===== src/rtl/gr48_pkg.sv =====
`timescale 1ns / 1ps
// ----------------------------------------------------------------------------
// gr48_pkg
// Shared types and constants of the 4x8 glyph rasterizer.
// ----------------------------------------------------------------------------
package gr48_pkg;

  localparam int SCREEN_WIDTH  = 320;
  localparam int SCREEN_HEIGHT = 200;
  localparam int BOTTOM_LIMIT  = (SCREEN_HEIGHT > 256) ? 256 : SCREEN_HEIGHT;
  localparam int FONT_DEPTH    = 384;
  localparam int GLYPH_W       = 4;
  localparam int GLYPH_H       = 8;
  localparam int GLYPH_BITS    = GLYPH_W * GLYPH_H;
  localparam int COL_LIMIT     = 511;

  localparam logic [7:0] CODE_FIRST     = 8'h20;
  localparam logic [7:0] CODE_LAST      = 8'h7F;
  localparam logic [7:0] TEXT_COLOR_RST = 8'd15;
  localparam logic [3:0] LINE_STEP_RST  = 4'd8;

  typedef enum logic [1:0] {
    CMD_DRAW       = 2'd0,
    CMD_LOAD       = 2'd1,
    CMD_SET_CURSOR = 2'd2
  } cmd_e;

  typedef enum logic {
    REG_TEXT_COLOR = 1'b0,
    REG_LINE_STEP  = 1'b1
  } reg_e;

  typedef enum logic [1:0] {
    ST_IDLE,
    ST_FETCH,
    ST_DRAIN,
    ST_EMIT
  } state_e;

  typedef struct packed {
    logic start_draw;
    logic load_font;
    logic set_cursor;
    logic fetch;
    logic emit;
    logic shift;
    logic advance;
  } dp_cmd_t;

  typedef struct packed {
    logic is_draw;
    logic is_load;
    logic is_set;
    logic fetch_done;
    logic glyph_empty;
    logic bit_set;
    logic out_free;
  } dp_stat_t;

endpackage


===== src/rtl/gr48_in_if.sv =====
`timescale 1ns / 1ps
// ----------------------------------------------------------------------------
// gr48_in_if
// Command word channel: draw, font load and cursor set.
// ----------------------------------------------------------------------------
interface gr48_in_if;
  logic       valid;
  logic       ready;
  logic [1:0] cmd;
  logic [7:0] char_code;
  logic [8:0] font_addr;
  logic [7:0] font_byte;
  logic [8:0] new_cursor_x;
  logic [7:0] new_cursor_y;

  modport source (
    output valid, cmd, char_code, font_addr, font_byte, new_cursor_x, new_cursor_y,
    input  ready
  );
  modport sink (
    input  valid, cmd, char_code, font_addr, font_byte, new_cursor_x, new_cursor_y,
    output ready
  );
endinterface


===== src/rtl/gr48_out_if.sv =====
`timescale 1ns / 1ps
// ----------------------------------------------------------------------------
// gr48_out_if
// Pixel write word channel.
// ----------------------------------------------------------------------------
interface gr48_out_if;
  logic       valid;
  logic       ready;
  logic [8:0] pixel_x;
  logic [7:0] pixel_y;
  logic [7:0] pixel_color;
  logic       last;

  modport source (
    output valid, pixel_x, pixel_y, pixel_color, last,
    input  ready
  );
  modport sink (
    input  valid, pixel_x, pixel_y, pixel_color, last,
    output ready
  );
endinterface


===== src/rtl/gr48_regs.sv =====
`timescale 1ns / 1ps
// ----------------------------------------------------------------------------
// gr48_regs
// APB register file: text color and line step.
// ----------------------------------------------------------------------------
module gr48_regs (
  input  logic        clk_i,
  input  logic        rst_ni,
  input  logic        psel,
  input  logic        penable,
  input  logic        pwrite,
  input  logic [2:0]  paddr,
  input  logic [31:0] pwdata,
  output logic [31:0] prdata,
  output logic        pready,
  output logic [7:0]  text_color_o,
  output logic [3:0]  line_step_o
);

  logic [7:0] text_color_q;
  logic [3:0] line_step_q;
  logic       wr_en;
  gr48_pkg::reg_e sel;

  assign pready = 1'b1;
  assign wr_en  = psel && penable && pwrite;
  assign sel    = gr48_pkg::reg_e'(paddr[2]);

  always_ff @(posedge clk_i or negedge rst_ni) begin
    if (!rst_ni) begin
      text_color_q <= gr48_pkg::TEXT_COLOR_RST;
      line_step_q  <= gr48_pkg::LINE_STEP_RST;
    end else if (wr_en) begin
      unique case (sel)
        gr48_pkg::REG_TEXT_COLOR: text_color_q <= pwdata[7:0];
        gr48_pkg::REG_LINE_STEP:  line_step_q  <= pwdata[3:0];
        default: ;
      endcase
    end
  end

  always_comb begin
    unique case (sel)
      gr48_pkg::REG_TEXT_COLOR: prdata = {24'd0, text_color_q};
      gr48_pkg::REG_LINE_STEP:  prdata = {28'd0, line_step_q};
      default:                  prdata = 32'd0;
    endcase
  end

  assign text_color_o = text_color_q;
  assign line_step_o  = line_step_q;

endmodule


===== src/rtl/gr48_ctrl.sv =====
`timescale 1ns / 1ps
// ----------------------------------------------------------------------------
// gr48_ctrl
// Sequencer: accept a command word, fetch glyph rows, step through pixels.
// ----------------------------------------------------------------------------
module gr48_ctrl (
  input  logic               clk_i,
  input  logic               rst_ni,
  input  logic               in_valid_i,
  output logic               in_ready_o,
  input  gr48_pkg::dp_stat_t stat_i,
  output gr48_pkg::dp_cmd_t  cmd_o
);

  gr48_pkg::state_e state_q, state_d;

  always_ff @(posedge clk_i or negedge rst_ni) begin
    if (!rst_ni) begin
      state_q <= gr48_pkg::ST_IDLE;
    end else begin
      state_q <= state_d;
    end
  end

  always_comb begin
    state_d    = state_q;
    in_ready_o = 1'b0;
    cmd_o      = '0;
    unique case (state_q)
      gr48_pkg::ST_IDLE: begin
        in_ready_o = 1'b1;
        if (in_valid_i) begin
          cmd_o.load_font  = stat_i.is_load;
          cmd_o.set_cursor = stat_i.is_set;
          if (stat_i.is_draw) begin
            cmd_o.start_draw = 1'b1;
            state_d          = gr48_pkg::ST_FETCH;
          end
        end
      end
      gr48_pkg::ST_FETCH: begin
        cmd_o.fetch = 1'b1;
        if (stat_i.fetch_done) begin
          state_d = gr48_pkg::ST_DRAIN;
        end
      end
      gr48_pkg::ST_DRAIN: begin
        state_d = gr48_pkg::ST_EMIT;
      end
      gr48_pkg::ST_EMIT: begin
        if (stat_i.glyph_empty) begin
          cmd_o.advance = 1'b1;
          state_d       = gr48_pkg::ST_IDLE;
        end else if (!stat_i.bit_set) begin
          cmd_o.shift = 1'b1;
        end else if (stat_i.out_free) begin
          cmd_o.emit  = 1'b1;
          cmd_o.shift = 1'b1;
        end
      end
      default: state_d = gr48_pkg::ST_IDLE;
    endcase
  end

endmodule


===== src/rtl/gr48_dp.sv =====
`timescale 1ns / 1ps
// ----------------------------------------------------------------------------
// gr48_dp
// Datapath: font store, glyph shift register, cursor and pixel output word.
// ----------------------------------------------------------------------------
module gr48_dp (
  input  logic               clk_i,
  input  logic               rst_ni,
  input  logic [1:0]         cmd_i,
  input  logic [7:0]         char_code_i,
  input  logic [8:0]         font_addr_i,
  input  logic [7:0]         font_byte_i,
  input  logic [8:0]         new_cursor_x_i,
  input  logic [7:0]         new_cursor_y_i,
  input  logic [7:0]         text_color_i,
  input  logic [3:0]         line_step_i,
  input  gr48_pkg::dp_cmd_t  cmd_in_i,
  output gr48_pkg::dp_stat_t stat_o,
  output logic               out_valid_o,
  input  logic               out_ready_i,
  output logic [8:0]         pixel_x_o,
  output logic [7:0]         pixel_y_o,
  output logic [7:0]         pixel_color_o,
  output logic               last_o
);

  logic [7:0] font_mem [gr48_pkg::FONT_DEPTH];
  logic [7:0] rdata_q;
  logic       rd_vld_q;
  logic [7:0] code_q;
  logic [7:0] glyph;
  logic [2:0] fcnt_q;
  logic [8:0] raddr;
  logic       mem_we;
  logic [3:0] nib;
  logic [gr48_pkg::GLYPH_BITS-1:0] sr_q;
  logic [4:0] pos_q;
  logic [8:0] col_q;
  logic [7:0] row_q;
  logic [9:0] next_col;
  logic [8:0] next_row;
  logic       wrap;
  logic       out_valid_q;
  logic [8:0] pixel_x_q;
  logic [7:0] pixel_y_q;
  logic [7:0] pixel_color_q;
  logic       last_q;
  gr48_pkg::cmd_e cmd;

  assign cmd   = gr48_pkg::cmd_e'(cmd_i);
  assign glyph = code_q - gr48_pkg::CODE_FIRST;
  assign raddr = {glyph[6:1], fcnt_q};
  assign nib   = glyph[0] ? rdata_q[3:0] : rdata_q[7:4];
  assign mem_we = cmd_in_i.load_font &&
                  ({1'b0, font_addr_i} < 10'(gr48_pkg::FONT_DEPTH));

  always_comb begin
    stat_o          = '0;
    unique case (cmd)
      gr48_pkg::CMD_DRAW: stat_o.is_draw = (char_code_i >= gr48_pkg::CODE_FIRST) &&
                                           (char_code_i <= gr48_pkg::CODE_LAST);
      gr48_pkg::CMD_LOAD:       stat_o.is_load = 1'b1;
      gr48_pkg::CMD_SET_CURSOR: stat_o.is_set  = 1'b1;
      default: ;
    endcase
    stat_o.fetch_done  = (fcnt_q == 3'd7);
    stat_o.glyph_empty = (sr_q == '0);
    stat_o.bit_set     = sr_q[gr48_pkg::GLYPH_BITS-1];
    stat_o.out_free    = !out_valid_q || out_ready_i;
  end

  always_ff @(posedge clk_i) begin
    if (mem_we) begin
      font_mem[font_addr_i] <= font_byte_i;
    end
    rdata_q <= font_mem[raddr];
  end

  always_ff @(posedge clk_i or negedge rst_ni) begin
    if (!rst_ni) begin
      rd_vld_q <= 1'b0;
    end else begin
      rd_vld_q <= cmd_in_i.fetch;
    end
  end

  always_ff @(posedge clk_i) begin
    if (cmd_in_i.start_draw) begin
      code_q <= char_code_i;
      fcnt_q <= 3'd0;
      pos_q  <= 5'd0;
    end else begin
      if (cmd_in_i.fetch) begin
        fcnt_q <= fcnt_q + 3'd1;
      end
      if (cmd_in_i.shift) begin
        pos_q <= pos_q + 5'd1;
      end
    end
    if (rd_vld_q) begin
      sr_q <= {sr_q[gr48_pkg::GLYPH_BITS-5:0], nib};
    end else if (cmd_in_i.shift) begin
      sr_q <= {sr_q[gr48_pkg::GLYPH_BITS-2:0], 1'b0};
    end
  end

  assign next_col = {1'b0, col_q} + 10'(gr48_pkg::GLYPH_W);
  assign wrap     = (next_col >= 10'(gr48_pkg::SCREEN_WIDTH)) ||
                    (next_col > 10'(gr48_pkg::COL_LIMIT));

  always_comb begin
    next_row = {1'b0, row_q} + {5'd0, line_step_i};
    if ({1'b0, next_row} >= 10'(gr48_pkg::BOTTOM_LIMIT)) begin
      next_row = 9'(gr48_pkg::BOTTOM_LIMIT - gr48_pkg::GLYPH_H);
    end
  end

  always_ff @(posedge clk_i or negedge rst_ni) begin
    if (!rst_ni) begin
      col_q <= 9'd0;
      row_q <= 8'd0;
    end else if (cmd_in_i.set_cursor) begin
      col_q <= new_cursor_x_i;
      row_q <= new_cursor_y_i;
    end else if (cmd_in_i.advance) begin
      if (wrap) begin
        col_q <= 9'd0;
        row_q <= next_row[7:0];
      end else begin
        col_q <= next_col[8:0];
      end
    end
  end

  always_ff @(posedge clk_i or negedge rst_ni) begin
    if (!rst_ni) begin
      out_valid_q <= 1'b0;
    end else if (cmd_in_i.emit) begin
      out_valid_q <= 1'b1;
    end else if (out_ready_i) begin
      out_valid_q <= 1'b0;
    end
  end

  always_ff @(posedge clk_i) begin
    if (cmd_in_i.emit) begin
      pixel_x_q     <= col_q + {7'd0, pos_q[1:0]};
      pixel_y_q     <= row_q + {5'd0, pos_q[4:2]};
      pixel_color_q <= text_color_i;
      last_q        <= (sr_q[gr48_pkg::GLYPH_BITS-2:0] == '0);
    end
  end

  assign out_valid_o   = out_valid_q;
  assign pixel_x_o     = pixel_x_q;
  assign pixel_y_o     = pixel_y_q;
  assign pixel_color_o = pixel_color_q;
  assign last_o        = last_q;

endmodule


===== src/rtl/glyph_rasterizer_4x8.sv =====
`timescale 1ns / 1ps
// ----------------------------------------------------------------------------
// glyph_rasterizer_4x8
// Draws 4x8 text glyphs from a packed font store as a stream of pixel words.
// ----------------------------------------------------------------------------
// Load and set-cursor words complete on acceptance; out-of-range draw codes are
// accepted and dropped. A draw word is accepted, reads the glyph rows from the
// font store (one row per read port access), passes a drain state, then steps
// through the glyph bits up to the last set bit, one glyph bit per cycle while
// the sink is ready, with a pixel word for each set bit; a pending pixel word
// the sink holds off stalls the stepping. Reset clears the cursor, sets
// text_color to 15 and line_step to 8; the font store holds no reset value.
module glyph_rasterizer_4x8 (
  input  logic        clk_i,
  input  logic        rst_ni,
  gr48_in_if.sink     in_i,
  gr48_out_if.source  out_o,
  input  logic        psel,
  input  logic        penable,
  input  logic        pwrite,
  input  logic [2:0]  paddr,
  input  logic [31:0] pwdata,
  output logic [31:0] prdata,
  output logic        pready
);

  logic [7:0] text_color;
  logic [3:0] line_step;
  logic       in_ready;
  logic       out_valid;
  logic [8:0] pixel_x;
  logic [7:0] pixel_y;
  logic [7:0] pixel_color;
  logic       last;
  gr48_pkg::dp_cmd_t  dp_cmd;
  gr48_pkg::dp_stat_t dp_stat;

  gr48_regs u_regs (
    .clk_i        (clk_i),
    .rst_ni       (rst_ni),
    .psel         (psel),
    .penable      (penable),
    .pwrite       (pwrite),
    .paddr        (paddr),
    .pwdata       (pwdata),
    .prdata       (prdata),
    .pready       (pready),
    .text_color_o (text_color),
    .line_step_o  (line_step)
  );

  gr48_ctrl u_ctrl (
    .clk_i      (clk_i),
    .rst_ni     (rst_ni),
    .in_valid_i (in_i.valid),
    .in_ready_o (in_ready),
    .stat_i     (dp_stat),
    .cmd_o      (dp_cmd)
  );

  gr48_dp u_dp (
    .clk_i          (clk_i),
    .rst_ni         (rst_ni),
    .cmd_i          (in_i.cmd),
    .char_code_i    (in_i.char_code),
    .font_addr_i    (in_i.font_addr),
    .font_byte_i    (in_i.font_byte),
    .new_cursor_x_i (in_i.new_cursor_x),
    .new_cursor_y_i (in_i.new_cursor_y),
    .text_color_i   (text_color),
    .line_step_i    (line_step),
    .cmd_in_i       (dp_cmd),
    .stat_o         (dp_stat),
    .out_valid_o    (out_valid),
    .out_ready_i    (out_o.ready),
    .pixel_x_o      (pixel_x),
    .pixel_y_o      (pixel_y),
    .pixel_color_o  (pixel_color),
    .last_o         (last)
  );

  assign in_i.ready        = in_ready;
  assign out_o.valid       = out_valid;
  assign out_o.pixel_x     = pixel_x;
  assign out_o.pixel_y     = pixel_y;
  assign out_o.pixel_color = pixel_color;
  assign out_o.last        = last;

endmodule

===== src/flat_wrapper.sv =====
// flat-port wrapper written by rule: the top's interface ports become plain ports
module glyph_rasterizer_4x8_flat 
  (clk_i, rst_ni, psel, penable, pwrite, paddr, pwdata, prdata, pready, in_i_valid, in_i_cmd, in_i_char_code, in_i_font_addr, in_i_font_byte, in_i_new_cursor_x, in_i_new_cursor_y, in_i_ready, out_o_valid, out_o_pixel_x, out_o_pixel_y, out_o_pixel_color, out_o_last, out_o_ready);
  gr48_in_if in_i_i ();
  gr48_out_if out_o_i ();
  input  logic clk_i;
  input  logic rst_ni;
  input  logic psel;
  input  logic penable;
  input  logic pwrite;
  input  logic [2:0] paddr;
  input  logic [31:0] pwdata;
  output logic [31:0] prdata;
  output logic pready;
  input wire logic [$bits(in_i_i.valid)-1:0] in_i_valid;
  input wire logic [$bits(in_i_i.cmd)-1:0] in_i_cmd;
  input wire logic [$bits(in_i_i.char_code)-1:0] in_i_char_code;
  input wire logic [$bits(in_i_i.font_addr)-1:0] in_i_font_addr;
  input wire logic [$bits(in_i_i.font_byte)-1:0] in_i_font_byte;
  input wire logic [$bits(in_i_i.new_cursor_x)-1:0] in_i_new_cursor_x;
  input wire logic [$bits(in_i_i.new_cursor_y)-1:0] in_i_new_cursor_y;
  output wire logic [$bits(in_i_i.ready)-1:0] in_i_ready;
  output wire logic [$bits(out_o_i.valid)-1:0] out_o_valid;
  output wire logic [$bits(out_o_i.pixel_x)-1:0] out_o_pixel_x;
  output wire logic [$bits(out_o_i.pixel_y)-1:0] out_o_pixel_y;
  output wire logic [$bits(out_o_i.pixel_color)-1:0] out_o_pixel_color;
  output wire logic [$bits(out_o_i.last)-1:0] out_o_last;
  input wire logic [$bits(out_o_i.ready)-1:0] out_o_ready;
  assign in_i_i.valid = in_i_valid;
  assign in_i_i.cmd = in_i_cmd;
  assign in_i_i.char_code = in_i_char_code;
  assign in_i_i.font_addr = in_i_font_addr;
  assign in_i_i.font_byte = in_i_font_byte;
  assign in_i_i.new_cursor_x = in_i_new_cursor_x;
  assign in_i_i.new_cursor_y = in_i_new_cursor_y;
  assign in_i_ready = in_i_i.ready;
  assign out_o_valid = out_o_i.valid;
  assign out_o_pixel_x = out_o_i.pixel_x;
  assign out_o_pixel_y = out_o_i.pixel_y;
  assign out_o_pixel_color = out_o_i.pixel_color;
  assign out_o_last = out_o_i.last;
  assign out_o_i.ready = out_o_ready;
  glyph_rasterizer_4x8 u_core (.clk_i(clk_i), .rst_ni(rst_ni), .in_i(in_i_i), .out_o(out_o_i), .psel(psel), .penable(penable), .pwrite(pwrite), .paddr(paddr), .pwdata(pwdata), .prdata(prdata), .pready(pready));
endmodule

===== config.mk =====
export PLATFORM = sky130hd
export DESIGN_NAME = glyph_rasterizer_4x8_flat
export DESIGN_NICKNAME = d
export VERILOG_FILES = /design/src/rtl/gr48_pkg.sv /design/src/rtl/gr48_in_if.sv /design/src/rtl/gr48_out_if.sv /design/src/rtl/gr48_regs.sv /design/src/rtl/gr48_ctrl.sv /design/src/rtl/gr48_dp.sv /design/src/rtl/glyph_rasterizer_4x8.sv /design/src/flat_wrapper.sv
export SDC_FILE = /design/constraint.sdc
export NUM_CORES = 2
export LEC_CHECK = 0
export BUFFER_PORTS_ARGS = -buffer_cell sky130_fd_sc_hd__clkbuf_2
export CORE_MARGIN = 8
export CORE_UTILIZATION = 45
export DETAILED_ROUTE_END_ITERATION = 10
export PLACE_DENSITY = 0.71
export SLEW_MARGIN = 5
export SYNTH_ARGS = -nofsm -noshare
export SYNTH_HDL_FRONTEND = slang
export SYNTH_HIERARCHICAL = 1
export SYNTH_SLANG_ARGS = --single-unit

===== constraint.sdc =====
create_clock -name clk_i -period 3.3 [get_ports clk_i]
set_input_delay 0.165 -clock clk_i [delete_from_list [all_inputs] [get_ports clk_i]]
set_output_delay 0.165 -clock clk_i [all_outputs]
set_load 0.05 [all_outputs]

After elaboration in Yosys (flattened, before gate mapping)
Memory sizes are Yosys's and may differ from the RTL's. A register that Yosys moved wholly into a read port is not among the register bits.
Index checks and enable logic that the tools add are counted.
{ "word_totals": {"regBits": 106, "ram_bits": 3072, "in_bits": 86, "out_inout_bits": 61, "elab_cells": 93, "memories": 1} }
{ "mem_list": {"columns": ["name", "depth", "word_bits", "read_ports", "rd_clocked_by_memory_dff", "write_ports", "line", "source"], "rows": [
  ["u_core.u_dp.font_mem", 384, 8, 1, 1, 1, "gr48_dp.sv:27", "logic [7:0] font_mem [gr48_pkg::FONT_DEPTH];"]
]} }
{ "classes": {"n_addsub": 7, "magnitude_cmp": 6, "eq_ne": 10, "mux": 34, "n_bitwise": 1, "n_reduce_logical": 19} }
{ "op_table": {"columns": ["op", "count"], "rows": [
  ["32-bit 2-to-1 mux", 2],
  ["32-bit case mux with 2 select lines", 1],
  ["32-bit logical NOT", 1],
  ["8-bit 2-to-1 mux", 4],
  ["31-bit logical NOT", 1],
  ["9-bit 2-to-1 mux", 3],
  ["1-bit 2-to-1 mux", 13],
  ["2-bit 2-to-1 mux", 6],
  ["9-bit by 3-bit adder with 10-bit output (second input constant)", 1],
  ["10-bit by 9-bit greater-or-equal comparator with 1-bit output (second input constant)", 1],
  ["10-bit by 9-bit > comparator with 1-bit output (second input constant)", 1],
  ["8-bit by 4-bit adder with 9-bit output", 1],
  ["9-bit by 2-bit adder with 9-bit output", 1],
  ["9-bit by 8-bit greater-or-equal comparator with 1-bit output (second input constant)", 1],
  ["9-bit < comparator (second input constant)", 1],
  ["3-bit 2-to-1 mux", 3],
  ["8-bit by 3-bit adder with 8-bit output", 1],
  ["8-bit by 6-bit greater-or-equal comparator with 1-bit output (second input constant)", 1],
  ["8-bit by 7-bit <= comparator with 1-bit output (second input constant)", 1],
  ["2-bit case mux with 4 select lines", 1],
  ["2-bit nonzero test", 4],
  ["7-bit by 6-bit subtractor with 7-bit output (second input constant)", 1],
  ["2-bit equality test (second input constant)", 3],
  ["2-bit by 1-bit inequality test with 1-bit output (second input constant)", 3],
  ["13 further kinds", 21]
]} }

Logic depth before layout (Yosys ltp)
{ "depth": {"depth_word": 9, "ltp_mapped": 14, "mapped_depth_nobuf": 9} }

Cells and area by module
The synthesis kept the hierarchy.
{ "by_module_without_submodules": {"columns": ["mod", "instances", "cells_per_inst", "area_each_um2", "seq_area_each_um2"], "rows": [
  ["gr48_dp", 1, 6118, 125815.7, 94996.1],
  ["gr48_regs", 1, 62, 758.2, 306.5],
  ["gr48_ctrl", 1, 24, 241.5, 50.0]
]} }

Least setup slack after synthesis
OpenSTA, ideal clock, no wires.
{ "synth_timing": {"kind": "reg-to-reg", "startpoint": "reg u_core.u_ctrl.state_q[0]", "endpoint": "mem u_core.u_dp.font_mem[300][0], enable pin", "setup_time_ns": 0.370, "arrival_ns": 2.256, "required_ns": 2.930, "setup_slack_ns": 0.673, "path_stages_with_launch": 9, "n_path_buf": 1, "synth_period_minus_slack_ns": 2.627, "path_cell_list": "dfrtp_1 -> inv_1 -> ha_1 -> and3_1 -> a21boi_0 -> nor3b_1 -> nand3_1 -> clkbuf_1 -> nor2_1"} }
{ "synth_lines": {"columns": ["item", "line", "source"], "rows": [
  ["from (decl)", "gr48_ctrl.sv:15", "gr48_pkg::state_e state_q, state_d;"],
  ["from (signal assigned)", "gr48_ctrl.sv:19", "state_q <= gr48_pkg::ST_IDLE;"],
  ["from (signal assigned)", "gr48_ctrl.sv:21", "state_q <= state_d;"],
  ["to (decl)", "gr48_dp.sv:27", null]
]} }

==> flow_metrics.env <==
export IMPL_critPathMaxStageDelay_ns=0.58
export IMPL_ir_worst_vdd_uv=396
export IMPL_synth_top_cell_area_share_pct=74.3
export IMPL_reg2reg_to="u_core/u_dp/rdata_q[7]"
export IMPL_crit_chain="buf_4 -> buf_12 -> buf_4 -> nor2b_1 -> a22oi_1 -> a21oi_1 -> a211oi_2 -> a21oi_1 -> o32ai_1 -> nor3_2"
export IMPL_async_flop_share_pct=1.04
export IMPL_maxCapViolations=0
export IMPL_die_area_um2=299000
export IMPL_p_leak_nw=46.4
export IMPL_pin_count=147
export IMPL_p_total_w=0.0898
export IMPL_finalHoldViolCount=0
export IMPL_yosys_warnings=6
export IMPL_finalSetupViolations=2
export IMPL_drc=0
export IMPL_ant_nets=0
export IMPL_cts_tree="done"
export IMPL_netlist_top_cell_by_area="edfxtp_1"
export IMPL_endpoint="u_core/u_dp/rdata_q[7]"
export IMPL_fp_dieH_um=547
export IMPL_yosysSeqAreaShare_pct=75.2
export IMPL_cp_depth=10
export IMPL_grt_pass1_vias=67421
export IMPL_numCtsBuffers=324
export IMPL_firstDrtPassIters=7
export IMPL_p_per_area_nw_per_um2=608
export IMPL_dp_hpwl_um=209000
export IMPL_synth_cells=6204
export IMPL_maxSlewHeadroom_pct=16.3
export IMPL_initial_utilization_pct=45.1
export IMPL_status="finished, violations left"
export IMPL_antenna_found_initial=18
export IMPL_finalMaxSlewViolations=0
export IMPL_clock_skew_ns=0.0534
export IMPL_regToRegSetupSlack_ns=-0.01
export IMPL_period_needed_ns=3.31
export IMPL_cts_clk_slew_worst_paths_ns=0.06
export IMPL_crit_slowest_cell="buf_4"
export IMPL_wl_um=331000
export IMPL_fin_cells=11156
export IMPL_clock_sinks=3186
export IMPL_clock_latency_ns=0.96
export IMPL_num_rows=195
export IMPL_yosys_top_cells_area="edfxtp_1 74%, mux4_2 9.1%, mux2i_1 3.4%"
export IMPL_violations="negative setup slack"
export IMPL_fp_dieW_um=547
export IMPL_grt_max_degree=132
export IMPL_port_buffers=95
export IMPL_min_period_over_period_pct=100
export IMPL_nNetsFinal=7271
export IMPL_fin_ws_ns=-0.0142
export IMPL_end_kind="flop"
export IMPL_r2r_start="u_core/u_dp/fcnt_q[2]"
export IMPL_synth_area_um2=127000
export IMPL_core_area_um2=281000
export IMPL_wl_per_cell_um=29.6
export IMPL_synth_edf_count=3137
export IMPL_critPathBufInv=3
export IMPL_synth_area_per_cell_um2=20.4
export IMPL_area_delta_synth_final_pct=16.5
export IMPL_dr_first_iter_drc_count=8882
export IMPL_max_slew_worst_pin_slew_ns=1.25
export IMPL_arrival_ns=4.19
export IMPL_crit_fanout=34
export IMPL_min_path_type="input pin to flop"
export IMPL_track_usage_pct=21.5
export IMPL_placedCellCount=10495
export IMPL_critPathLaunch="u_core/u_dp/fcnt_q[2]"
export IMPL_worst_setup_path_type="flop to flop"
export IMPL_routabilityCongestion=0.887
export IMPL_grt_pass1_wl_um=475000
export IMPL_worstSetupStartpointType="flop"
export IMPL_worst_r2r_cell_count=10
export IMPL_fmax_mhz=302
export IMPL_final_util_pct=52.5
export IMPL_synth_most_common_cell="edfxtp_1"
export IMPL_vias=67918
export IMPL_yosysUniqueCellTypes=89
export IMPL_yosys_register_bits=3186
export IMPL_vias_per_cell=6.09
export IMPL_clockRootBuffer="clkbuf_16"
export IMPL_synth_ff_type="edfxtp_1"
export IMPL_rsz0062_at_grt="yes"
export IMPL_synth_commonest_cells="3,137 x edfxtp_1, 512 x mux4_2, 458 x nor2_1"
export IMPL_crit_family="compound AO/OA/AOI/OAI gates"
export IMPL_required_ns=4.18
export IMPL_gr_total_overflow=0
export IMPL_clock_path_buffers=4
export IMPL_drive_gt1_share_pct=27.5
export IMPL_cts_htree_levels=5
==> power breakdown <==
group	internal [W]	switching, W
Sequential	0.0450	0.000284
Clock	0.0210	0.0149
Combinational	0.00397	0.00471
==> metal layers <==
metal | vias up | track usage [%] | part of all wire [%]
met3 | 814 | 4.72 | 11
met2 | 4161 | 34.4 | 47
met5 | - | 0 | 0.012
li1 | 27745 | - | -
met1 | 35192 | 28.4 | 37
met4 | 6 | 9.77 | 5.0
==> state kept, by name (all words and copies together) (netlist names), 2 cells and up <==
name / count
u_core/u_regs/text_color_o: 8
u_core/u_dp/sr_q: 32
u_core/u_dp/col_q: 9
u_core/u_dp/code_q: 7
u_core/u_dp/row_q: 8
u_core/u_dp/rdata_q: 8
u_core/u_dp/pixel_y_o: 8
u_core/u_dp/pos_q: 5
u_core/u_dp/font_mem: 3072
u_core/u_dp/pixel_color_o: 8
u_core/u_dp/pixel_x_o: 9
u_core/u_dp/fcnt_q: 3
u_core/u_regs/line_step_o: 4
u_core/u_ctrl/state_q: 2
==> repair_timing <==
| action | 4_1_cts | 5_1_grt |
|---|---|---|
| pin swaps | 2 | 5 |
| endpoints found under the setup margin | 6 | 199 |
| hold buffers | 76 | 0 |
| resized for setup | 23 | 39 |
| setup buffers | 8 | 0 |
| cloned | 0 | 1 |
| endpoints found under the hold margin | 1106 | 0 |
==> final cells by class <==
cell class	instances	area, µm²
fill	21161	134000
clock inverter	177	1770
inverter	27	114
tap	3743	4680
sequential	3186	95400
clock buffer	387	8490
antenna	12	30.0
timing repair buffer	1005	8870
multi-input combinational	2619	28400
==> worst min path at each step <==
stage                                         to      start  cells past startpoint
floorplan               u_core/u_ctrl/state_q[0]     rst_ni                      0
global placement            u_core/u_dp/col_q[1]     rst_ni                      1
detailed placement          u_core/u_dp/col_q[1]     rst_ni                      1
CTS                 u_core/u_regs/line_step_o[1]  pwdata[1]                      3
global route        u_core/u_regs/line_step_o[1]  pwdata[1]                      3
finish              u_core/u_regs/line_step_o[1]  pwdata[1]                      3
==> worst register-to-register path: stages, from the launching register on <==
cell and delay (ns):
dfxtp_4 0.51, buf_4 0.22, buf_12 0.14, buf_4 0.59, nor2b_1 0.53, a22oi_1 0.18
a21oi_1 0.28, a211oi_2 0.10, a21oi_1 0.40, o32ai_1 0.19, nor3_2 0.15
==> stage by stage <==
stage	area, µm²	hold slack (ns)	setup TNS [ns]	setup WS, ns
final	148000	0.0601	-0.0224	-0.0142
after global placement	136000	0.335	-1.14	-0.575
after floorplan	127000	-0.131	0	0.673
after detailed placement	136000	0.327	-1.20	-0.546
after CTS	147000	0.00383	-0.0195	-0.0134
after global routing	148000	0.0466	-0.111	-0.0572
==> kinds of logic after synthesis <==
| group | count (synthesis) | share of synthesized area, % |
|---|---|---|
| AO/OA/AOI/OAI | 666 | 3.66 |
| XOR/XNOR | 22 | 0.152 |
| adder cells (fa/ha/maj) | 22 | 0.235 |
| buffers and inverters | 422 | 2.70 |
| flip-flops | 3186 | 75.2 |
| multiplexers | 1115 | 15.4 |
| other | 2 | 0.00592 |
| AND/OR/NAND/NOR | 769 | 2.71 |
==> cell usage in the layout, fill, tap and decap left out, types with 19 or more instances in the layout <==
cell	count
buf_12	83
mux4_2	512
mux4_1	112
mux2i_1	429
nand4_1	21
nand2_1	87
o221ai_1	167
edfxtp_1	3137
bufinv_16	35
nor2b_1	22
clkbuf_2	87
clkbuf_1	55
a22oi_1	28
clkinv_1	66
clkbuf_16	331
a21oi_1	145
nor2_1	453
ha_1	19
mux2_2	61
conb_1	25
inv_1	24
dfrtp_1	28
clkinv_2	54
dlygate4sd3_1	75
o21ai_0	74
nor3_1	45
buf_4	736
o22ai_1	92
Power figures use the tool's default switching activity.
